## src/design/aen_pkg.sv

```systemverilog
// ----------------------------------------------------------------------------
// Accessory event notifier package
// Operation and status codes, field widths and the transaction structs.
// ----------------------------------------------------------------------------
package aen_pkg;

  localparam int MASK_W   = 32;
  localparam int OP_W     = 3;
  localparam int SLOT_W   = 3;
  localparam int TYPE_IDX_W = 5;
  localparam int STATUS_W = 2;

  typedef enum logic [OP_W-1:0] {
    AEN_OP_INSERT   = 3'd0,
    AEN_OP_REMOVE   = 3'd1,
    AEN_OP_OPEN     = 3'd2,
    AEN_OP_CLOSE    = 3'd3,
    AEN_OP_SET_INT  = 3'd4,
    AEN_OP_READ     = 3'd5,
    AEN_OP_QUERY    = 3'd6
  } aen_op_e;

  typedef enum logic [STATUS_W-1:0] {
    AEN_ST_OK    = 2'd0,
    AEN_ST_BUSY  = 2'd1,
    AEN_ST_EMPTY = 2'd2
  } aen_status_e;

  typedef struct packed {
    logic [OP_W-1:0]       op;
    logic [SLOT_W-1:0]     slot;
    logic [TYPE_IDX_W-1:0] accessory;
    logic [MASK_W-1:0]     mask_in;
  } aen_item_t;

  typedef struct packed {
    logic [STATUS_W-1:0]   status;
    logic [SLOT_W-1:0]     slot_granted;
    logic [TYPE_IDX_W-1:0] event_type;
    logic                  event_connected;
    logic                  device_connected;
    logic [MASK_W-1:0]     connected_mask;
    logic [MASK_W-1:0]     interest_out;
    logic                  pending;
  } aen_result_t;

endpackage

```

## src/design/aen_in_stage.sv

```systemverilog
// ----------------------------------------------------------------------------
// Accessory event notifier input stage
// Registers one accepted transaction and holds it until the engine takes it.
// ----------------------------------------------------------------------------
module aen_in_stage (
  input  logic              clk_i,
  input  logic              rst_ni,
  input  logic              in_valid_i,
  output logic              in_stall_o,
  input  aen_pkg::aen_item_t item_i,
  input  logic              advance_i,
  output logic              valid_o,
  output aen_pkg::aen_item_t item_o
);

  logic              valid_q, valid_d;
  logic              accept;
  aen_pkg::aen_item_t item_q;

  assign in_stall_o = valid_q && !advance_i;
  assign accept     = in_valid_i && !in_stall_o;
  assign valid_d    = accept || (valid_q && !advance_i);

  always_ff @(posedge clk_i or negedge rst_ni) begin
    if (!rst_ni) begin
      valid_q <= 1'b0;
    end else begin
      valid_q <= valid_d;
    end
  end

  always_ff @(posedge clk_i) begin
    if (accept) begin
      item_q <= item_i;
    end
  end

  assign valid_o = valid_q;
  assign item_o  = item_q;

endmodule

```

## src/design/aen_engine.sv

```systemverilog
// ----------------------------------------------------------------------------
// Accessory event notifier engine
// Holds connected mask and slot state; computes one result per transaction.
// ----------------------------------------------------------------------------
module aen_engine #(
  parameter int NUM_SLOTS = 5,
  parameter int NUM_TYPES = 32
) (
  input  logic                clk_i,
  input  logic                rst_ni,
  input  logic                advance_i,
  input  aen_pkg::aen_item_t  item_i,
  output aen_pkg::aen_result_t result_o
);

  localparam int MW     = aen_pkg::MASK_W;
  localparam int TYPE_W = (NUM_TYPES < MW) ? NUM_TYPES : MW;

  logic [TYPE_W-1:0]    conn_q, conn_d;
  logic [NUM_SLOTS-1:0] in_use_q, in_use_d;
  logic [MW-1:0]        interest_q [NUM_SLOTS];
  logic [MW-1:0]        interest_d [NUM_SLOTS];
  logic [TYPE_W-1:0]    change_q [NUM_SLOTS];
  logic [TYPE_W-1:0]    change_d [NUM_SLOTS];

  logic                 is_ins, is_rem, is_open, is_close, is_set, is_read;
  logic                 type_ok, is_conn, fire;
  logic [TYPE_W-1:0]    type_bit;
  logic [NUM_SLOTS-1:0] free, free_oh, sel;
  logic                 open_ok, sel_use, read_ok;
  logic [TYPE_W-1:0]    change_sel, low_oh, change_out;
  logic [MW-1:0]        interest_out;
  logic [aen_pkg::SLOT_W-1:0]     granted;
  logic [aen_pkg::TYPE_IDX_W-1:0] ev_type;

  // Decode
  always_comb begin
    is_ins   = item_i.op == aen_pkg::AEN_OP_INSERT;
    is_rem   = item_i.op == aen_pkg::AEN_OP_REMOVE;
    is_open  = item_i.op == aen_pkg::AEN_OP_OPEN;
    is_close = item_i.op == aen_pkg::AEN_OP_CLOSE;
    is_set   = item_i.op == aen_pkg::AEN_OP_SET_INT;
    is_read  = item_i.op == aen_pkg::AEN_OP_READ;
    type_ok  = int'(item_i.accessory) < NUM_TYPES;
    type_bit = type_ok ? (TYPE_W'(1) << item_i.accessory) : '0;
    is_conn  = |(conn_q & type_bit);
    fire     = type_ok && ((is_ins && !is_conn) || (is_rem && is_conn));
    // lowest free slot as a one-hot
    free     = ~in_use_q;
    free_oh  = free & (~free + NUM_SLOTS'(1));
    open_ok  = is_open && (|free);
  end

  // Addressed slot and the pending set it shows before this transaction
  always_comb begin
    change_sel = '0;
    sel_use    = 1'b0;
    for (int k = 0; k < NUM_SLOTS; k++) begin
      sel[k]     = open_ok ? free_oh[k] : (int'(item_i.slot) == k);
      change_sel = change_sel | ({TYPE_W{sel[k]}} & change_q[k]);
      sel_use    = sel_use | (sel[k] && in_use_q[k]);
    end
    read_ok = is_read && sel_use && (|change_sel);
    low_oh  = change_sel & (~change_sel + TYPE_W'(1));
  end

  // Next state
  always_comb begin
    conn_d = fire ? (conn_q ^ type_bit) : conn_q;
    for (int k = 0; k < NUM_SLOTS; k++) begin
      in_use_d[k]   = in_use_q[k];
      interest_d[k] = interest_q[k];
      change_d[k]   = change_q[k];
      // toggle: clear if pending, else set if of interest
      if (fire && in_use_q[k]) begin
        change_d[k] = change_q[k] ^
                      (type_bit & (change_q[k] | interest_q[k][TYPE_W-1:0]));
      end
      if (open_ok && free_oh[k]) begin
        in_use_d[k]   = 1'b1;
        interest_d[k] = '1;
        change_d[k]   = '0;
      end
      if (is_close && sel[k]) begin
        in_use_d[k] = 1'b0;
      end
      if (is_set && sel[k] && in_use_q[k]) begin
        interest_d[k] = item_i.mask_in;
      end
      if (read_ok && sel[k]) begin
        change_d[k] = change_q[k] & ~low_oh;
      end
    end
  end

  always_ff @(posedge clk_i or negedge rst_ni) begin
    if (!rst_ni) begin
      conn_q   <= '0;
      in_use_q <= '0;
      for (int k = 0; k < NUM_SLOTS; k++) begin
        interest_q[k] <= '1;
        change_q[k]   <= '0;
      end
    end else if (advance_i) begin
      conn_q   <= conn_d;
      in_use_q <= in_use_d;
      for (int k = 0; k < NUM_SLOTS; k++) begin
        interest_q[k] <= interest_d[k];
        change_q[k]   <= change_d[k];
      end
    end
  end

  // Encode one-hots into indices; gather the addressed slot's interest and pending masks
  always_comb begin
    granted      = '0;
    interest_out = '0;
    change_out   = '0;
    for (int k = 0; k < NUM_SLOTS; k++) begin
      granted      = granted | ({aen_pkg::SLOT_W{open_ok && free_oh[k]}} &
                                aen_pkg::SLOT_W'(k));
      interest_out = interest_out | ({MW{sel[k]}} & interest_d[k]);
      change_out   = change_out | ({TYPE_W{sel[k]}} & change_d[k]);
    end
    ev_type = '0;
    for (int i = 0; i < TYPE_W; i++) begin
      ev_type = ev_type | ({aen_pkg::TYPE_IDX_W{read_ok && low_oh[i]}} &
                           aen_pkg::TYPE_IDX_W'(i));
    end
  end

  always_comb begin
    if (is_open && !open_ok) begin
      result_o.status = aen_pkg::AEN_ST_BUSY;
    end else if (is_read && !read_ok) begin
      result_o.status = aen_pkg::AEN_ST_EMPTY;
    end else begin
      result_o.status = aen_pkg::AEN_ST_OK;
    end
    result_o.slot_granted     = granted;
    result_o.event_type       = ev_type;
    result_o.event_connected  = read_ok && (|(conn_q & low_oh));
    result_o.device_connected = |(conn_d & type_bit);
    result_o.connected_mask   = MW'(conn_d);
    result_o.interest_out     = interest_out;
    result_o.pending          = |change_out;
  end

endmodule

```

## src/design/aen_out_stage.sv

```systemverilog
// ----------------------------------------------------------------------------
// Accessory event notifier output stage
// Result register; holds a result while the receiver stalls.
// ----------------------------------------------------------------------------
module aen_out_stage (
  input  logic                 clk_i,
  input  logic                 rst_ni,
  input  logic                 advance_i,
  input  aen_pkg::aen_result_t result_i,
  output logic                 ready_o,
  input  logic                 out_stall_i,
  output logic                 out_valid_o,
  output aen_pkg::aen_result_t result_o
);

  logic                 valid_q, valid_d;
  aen_pkg::aen_result_t result_q;

  assign ready_o = !valid_q || !out_stall_i;
  assign valid_d = advance_i || (valid_q && out_stall_i);

  always_ff @(posedge clk_i or negedge rst_ni) begin
    if (!rst_ni) begin
      valid_q <= 1'b0;
    end else begin
      valid_q <= valid_d;
    end
  end

  always_ff @(posedge clk_i) begin
    if (advance_i) begin
      result_q <= result_i;
    end
  end

  assign out_valid_o = valid_q;
  assign result_o    = result_q;

endmodule

```

## src/design/accessory_event_notifier_top.sv

```systemverilog
// ----------------------------------------------------------------------------
// Accessory event notifier
// Tracks connected accessory types and per-client pending change masks.
// ----------------------------------------------------------------------------
// Takes one transaction per clock cycle while not stalled and returns one
// result for each: a transaction waits in the input register, then the
// state update and result are formed in a single pass and land in the
// result register. State changes as a transaction moves into the result
// register, so results follow input order. A stall on the output backs up
// into in_stall_o once the input register is also full.
module accessory_event_notifier_top #(
  parameter int NUM_SLOTS = 5,
  parameter int NUM_TYPES = 32
) (
  input  logic        clk_i,
  input  logic        rst_ni,
  input  logic        in_valid_i,
  output logic        in_stall_o,
  input  logic [2:0]  op_i,
  input  logic [2:0]  slot_i,
  input  logic [4:0]  accessory_i,
  input  logic [31:0] mask_in_i,
  output logic        out_valid_o,
  input  logic        out_stall_i,
  output logic [1:0]  status_o,
  output logic [2:0]  slot_granted_o,
  output logic [4:0]  event_type_o,
  output logic        event_connected_o,
  output logic        device_connected_o,
  output logic [31:0] connected_mask_o,
  output logic [31:0] interest_out_o,
  output logic        pending_o
);

  aen_pkg::aen_item_t   item_in, item_s1;
  aen_pkg::aen_result_t result_d, result_q;
  logic                 s1_valid, out_ready, advance;

  assign item_in.op        = op_i;
  assign item_in.slot      = slot_i;
  assign item_in.accessory = accessory_i;
  assign item_in.mask_in   = mask_in_i;

  // advance the held transaction whenever the result register can take it
  assign advance = s1_valid && out_ready;

  aen_in_stage u_in_stage (
    .clk_i      (clk_i),
    .rst_ni     (rst_ni),
    .in_valid_i (in_valid_i),
    .in_stall_o (in_stall_o),
    .item_i     (item_in),
    .advance_i  (advance),
    .valid_o    (s1_valid),
    .item_o     (item_s1)
  );

  aen_engine #(
    .NUM_SLOTS (NUM_SLOTS),
    .NUM_TYPES (NUM_TYPES)
  ) u_engine (
    .clk_i     (clk_i),
    .rst_ni    (rst_ni),
    .advance_i (advance),
    .item_i    (item_s1),
    .result_o  (result_d)
  );

  aen_out_stage u_out_stage (
    .clk_i       (clk_i),
    .rst_ni      (rst_ni),
    .advance_i   (advance),
    .result_i    (result_d),
    .ready_o     (out_ready),
    .out_stall_i (out_stall_i),
    .out_valid_o (out_valid_o),
    .result_o    (result_q)
  );

  assign status_o           = result_q.status;
  assign slot_granted_o     = result_q.slot_granted;
  assign event_type_o       = result_q.event_type;
  assign event_connected_o  = result_q.event_connected;
  assign device_connected_o = result_q.device_connected;
  assign connected_mask_o   = result_q.connected_mask;
  assign interest_out_o     = result_q.interest_out;
  assign pending_o          = result_q.pending;

endmodule

```

## config.mk

```make
export PLATFORM = sky130hd
export DESIGN_NAME = accessory_event_notifier_top
export DESIGN_NICKNAME = d
export VERILOG_FILES = /design/src/design/aen_pkg.sv /design/src/design/aen_in_stage.sv /design/src/design/aen_engine.sv /design/src/design/aen_out_stage.sv /design/src/design/accessory_event_notifier_top.sv
export SDC_FILE = /design/constraint.sdc
export NUM_CORES = 2
export LEC_CHECK = 0
export ABC_AREA = 1
export BUFFER_PORTS_ARGS = -buffer_cell sky130_fd_sc_hd__buf_2
export CAP_MARGIN = 20
export CORE_ASPECT_RATIO = 0.7
export CORE_MARGIN = 5
export CORE_UTILIZATION = 40
export CTS_CLUSTER_SIZE = 20
export DETAILED_ROUTE_END_ITERATION = 6
export PLACE_DENSITY_LB_ADDON = 0.12
export RECOVER_POWER = 25
export SKIP_CTS_REPAIR_TIMING = 1
export SYNTH_ARGS = -nofsm -noshare
export SYNTH_HDL_FRONTEND = slang
export SYNTH_SLANG_ARGS = --single-unit
```

## constraint.sdc

```tcl
create_clock -name clk_i -period 3.6 [get_ports clk_i]
set_input_delay 0.72 -clock clk_i [delete_from_list [all_inputs] [get_ports clk_i]]
set_output_delay 0.72 -clock clk_i [all_outputs]
set_load 0.1 [all_outputs]
```

==> results.py <==
metrics = {
    "flow_run": {
        "drv_cap": 1,
    },
    "drt": {
        "antenna_left": 0,
        "detail_route.iter0.violations": 5903,
        "num_vias": 37300,
        "post_drt_wl_per_cell_um": 27.6,
        "drt_pre_antenna_iters": 7,
        "drc": 10,
        "wl_um": 174000,
        "viasPerCell": 5.93,
    },
    "logic_synthesis": {
        "synth.cell_area_mm2": 0.0314,
        "yosys_most_used_dff": "dfrtp_1",
        "seq_area_frac_synth": 0.407,
        "synthesis.nets": 4560,
        "synth_top_cell_area_share": 0.158,
        "postSynthAreaPerCell_um2": 7.01,
        "synth.most_common_cell": "nand2_1",
        "synth_edf_count": 120,
        "synth_common_cells": "nand2_1, o21ai_0, nor2_1",
        "async_flop_share": 0.749,
        "synth.distinct_cells": 53,
        "ys_seq_elements": 479,
        "synthTopCellsByArea": "dfrtp_1, nand2_1, dfstp_2, edfxtp_1, o21ai_0",
        "yosysTopAreaCell": "dfrtp_1",
        "yosys_warnings": 0,
        "synthCells": 4481,
    },
    "layout": {
        "syn2layout_area_growth_pct": 38.6,
        "drive_above_1_share": 0.310,
        "final_area_mm2": 0.0436,
        "fill_cells": 7493,
        "fin_util": 0.556,
        "nets": 5275,
    },
    "setup_path": {
        "cp_num_buf_inv": 5,
        "r2r_start": "u_engine.in_use_q[3]",
        "critical_path.endpoint_type": "register",
        "cp-start-kind": "register",
        "cp_slowest_cell": "dfrtp_1",
        "worst-endpoint-required_ns": 4.00,
        "crit_type": "register to register",
        "max_stage_delay_ns": 0.38,
        "worstPathMaxFanout": 7,
        "cp.arrival_ns": 4.70,
        "r2r-end": "u_out_stage.result_o[0]",
        "rrSetupSlack_ns": -0.71,
        "crit_top_cell": "nand2_1",
        "r2r_cells": 28,
        "cp_top_family": "simple AND/OR/NAND/NOR gates",
    },
    "placement": {
        "port_buffers": 125,
        "gp_congestion": 1.12,
        "place_area_mm2": 0.0382,
        "dp_hpwl_um": 124000,
    },
    "pwr": {
        "p_per_area_mw_per_mm2": 840,
        "internal_power_w": 0.0189,
        "p_leak_nw": 20.0,
        "switching_power_w": 0.0176,
        "pwr-share-seq": 0.289,
        "pwr-share-comb": 0.557,
        "pwr-share-clk": 0.153,
        "ir_drop_v": 0.000488,
        "switching_share": 0.482,
    },
    "clock_tree": {
        "cts_buffer_depth": 3,
        "cts_buffers": 53,
        "root_buffer": "clkbuf_16",
        "cts.clk_slew.worst_paths_ns": 0.07,
        "cts_num_sinks": 479,
        "htree_levels": 2,
        "cts_tree": "built",
        "clk_latency_ns": 0.67,
    },
    "global_route": {
        "busiest_layer": "met1",
        "grt_pass1_wl_um": 234000,
        "use_met3": 0.126,
        "overflow": 0,
        "antenna_found_initial": 14,
        "grtUsageMet2": 0.505,
        "grt_max_degree": 200,
        "grt_usage": 0.376,
        "first_global_vias": 32600,
        "use_met1": 0.558,
    },
    "floorplanning": {
        "dieArea_mm2": 0.0844,
        "pin_count": 126,
        "die_w_um": 345,
        "start_util": 0.401,
        "rows": 86,
        "coreArea_mm2": 0.0783,
        "die_h_um": 245,
    },
    "run_status": {
        "status": "complete, but fails checks",
        "violations": "DRC, capacitance limit, slew limit, setup timing",
    },
    "min_path": {
        "hold_path_depth": 1,
        "hold_end": "u_in_stage.item_o[14]",
        "min_path_type": "primary input to register",
        "worstHoldStart": "mask_in_i[14]",
    },
    "sta": {
        "setup_slack_ns": -0.708,
        "hold_viol": 0,
        "fin_skew_ns": 0.0510,
        "fmax_ghz": 0.232,
        "post-route-period-util": 1.20,
        "tightest_slew_ns": 3.47,
        "relSlewSlack": -1.31,
        "fin_crit_ns": 4.31,
        "setup_viol": 47,
        "tns_ns": -4.29,
        "drv_slew": 56,
        "rsz0062_at_grt": "true",
    },
}
[worst reg2reg max path: cells and delay by family, from the launching register on]
family / cells / cell delay [ns]
compound gates: 1 / 0.15
buf+inv: 5 / 0.83
flops: 1 / 0.38
simple gates: 22 / 2.71
[cells in the final DEF, fill, tap and decap left out, drive strengths merged, types with 3 or more instances in the layout]
cell type / instances
clkinvlp: 5
buf: 900
a21oi: 118
diode: 3
xor2: 48
a31oi: 40
edfxtp: 120
a22o: 7
ha: 32
dfrtp: 199
nand4: 66
a211oi: 15
nand3: 375
o31ai: 26
clkinv: 21
xnor2: 9
o21ai: 651
o21bai: 8
o221ai: 19
o211ai: 57
dfstp: 160
nor4: 8
o22ai: 40
inv: 442
a221oi: 10
nand3b: 64
nand2: 1182
nor3: 15
nor2: 494
clkbuf: 94
[state kept, by name, summed over array words and instances, names as in the netlist]
name / cells
u_engine.change_q: 160
u_engine.conn_q: 32
u_engine.in_use_q: 5
u_engine.interest_q: 160
u_in_stage.item_o: 43
u_in_stage.valid_o: 1
u_out_stage.out_valid_o: 1
u_out_stage.result_o: 77
[power groups by stage]
| stage | logic, W | clock network [W] | registers [W] |
|---|---|---|---|
| global placement | 0.0168 | 0 | 0.0105 |
| global route | 0.0215 | 0.00589 | 0.0107 |
| detailed placement | 0.0168 | 0 | 0.0105 |
| floorplan | 0.00776 | 0 | 0.0111 |
| finish | 0.0204 | 0.00561 | 0.0106 |
| CTS | 0.0168 | 0.00565 | 0.0104 |
[how the worst max path moves through the flow]
stage,start,to,slack [ns],cells after the start
floorplan,u_in_stage.item_o[36],u_out_stage.result_o[0],0.01,24
global placement,u_in_stage.item_o[33],u_out_stage.result_o[0],-1.21,24
detailed placement,u_in_stage.item_o[33],u_out_stage.result_o[0],-1.13,24
CTS,u_in_stage.item_o[33],u_out_stage.result_o[0],-1.16,24
global route,u_in_stage.item_o[34],u_out_stage.result_o[0],-0.82,28
finish,u_engine.in_use_q[3],u_out_stage.result_o[0],-0.71,28
[cells by family after synthesis]
family | count (synthesis) | share of synthesized area
flops | 479 | 0.407
compound gates | 1000 | 0.177
buf+inv | 704 | 0.0892
fa+ha+maj | 32 | 0.0127
xor+xnor | 57 | 0.0159
simple gates | 2209 | 0.299
[per-stage QoR]
step | cells | hold slack (ns) | power [W] | setup slack, ns
global placement | 6083 | 0.474 | 0.0273 | -1.21
floorplan | 4481 | 0.424 | 0.0189 | 0.0106
CTS | 6183 | 0.0256 | 0.0329 | -1.16
detailed placement | 6083 | 0.480 | 0.0272 | -1.13
finish | 6300 | 0.229 | 0.0366 | -0.708
global route | 6297 | 0.215 | 0.0381 | -0.823
[layout make-up]
| class | count | area (µm²) | area share |
|---|---|---|---|
| multi-input cells | 3298 | 17900 | 0.410 |
| clock inverters | 24 | 200 | 0.00460 |
| flip-flops and latches | 479 | 12800 | 0.294 |
| diodes | 3 | 7.51 | 0.000172 |
| inverters | 446 | 1710 | 0.0392 |
| clock buffers | 76 | 1490 | 0.0343 |
| well taps | 1056 | 1320 | 0.0303 |
| repair buffers | 918 | 8190 | 0.188 |
[metal layers]
metal  vias up  part of all wire
li1      16400                 -
met1     17600              0.41
met2      2828              0.38
met3       474              0.16
met4         6             0.048
met5         -           0.00017
Power figures use the tool's default switching activity.
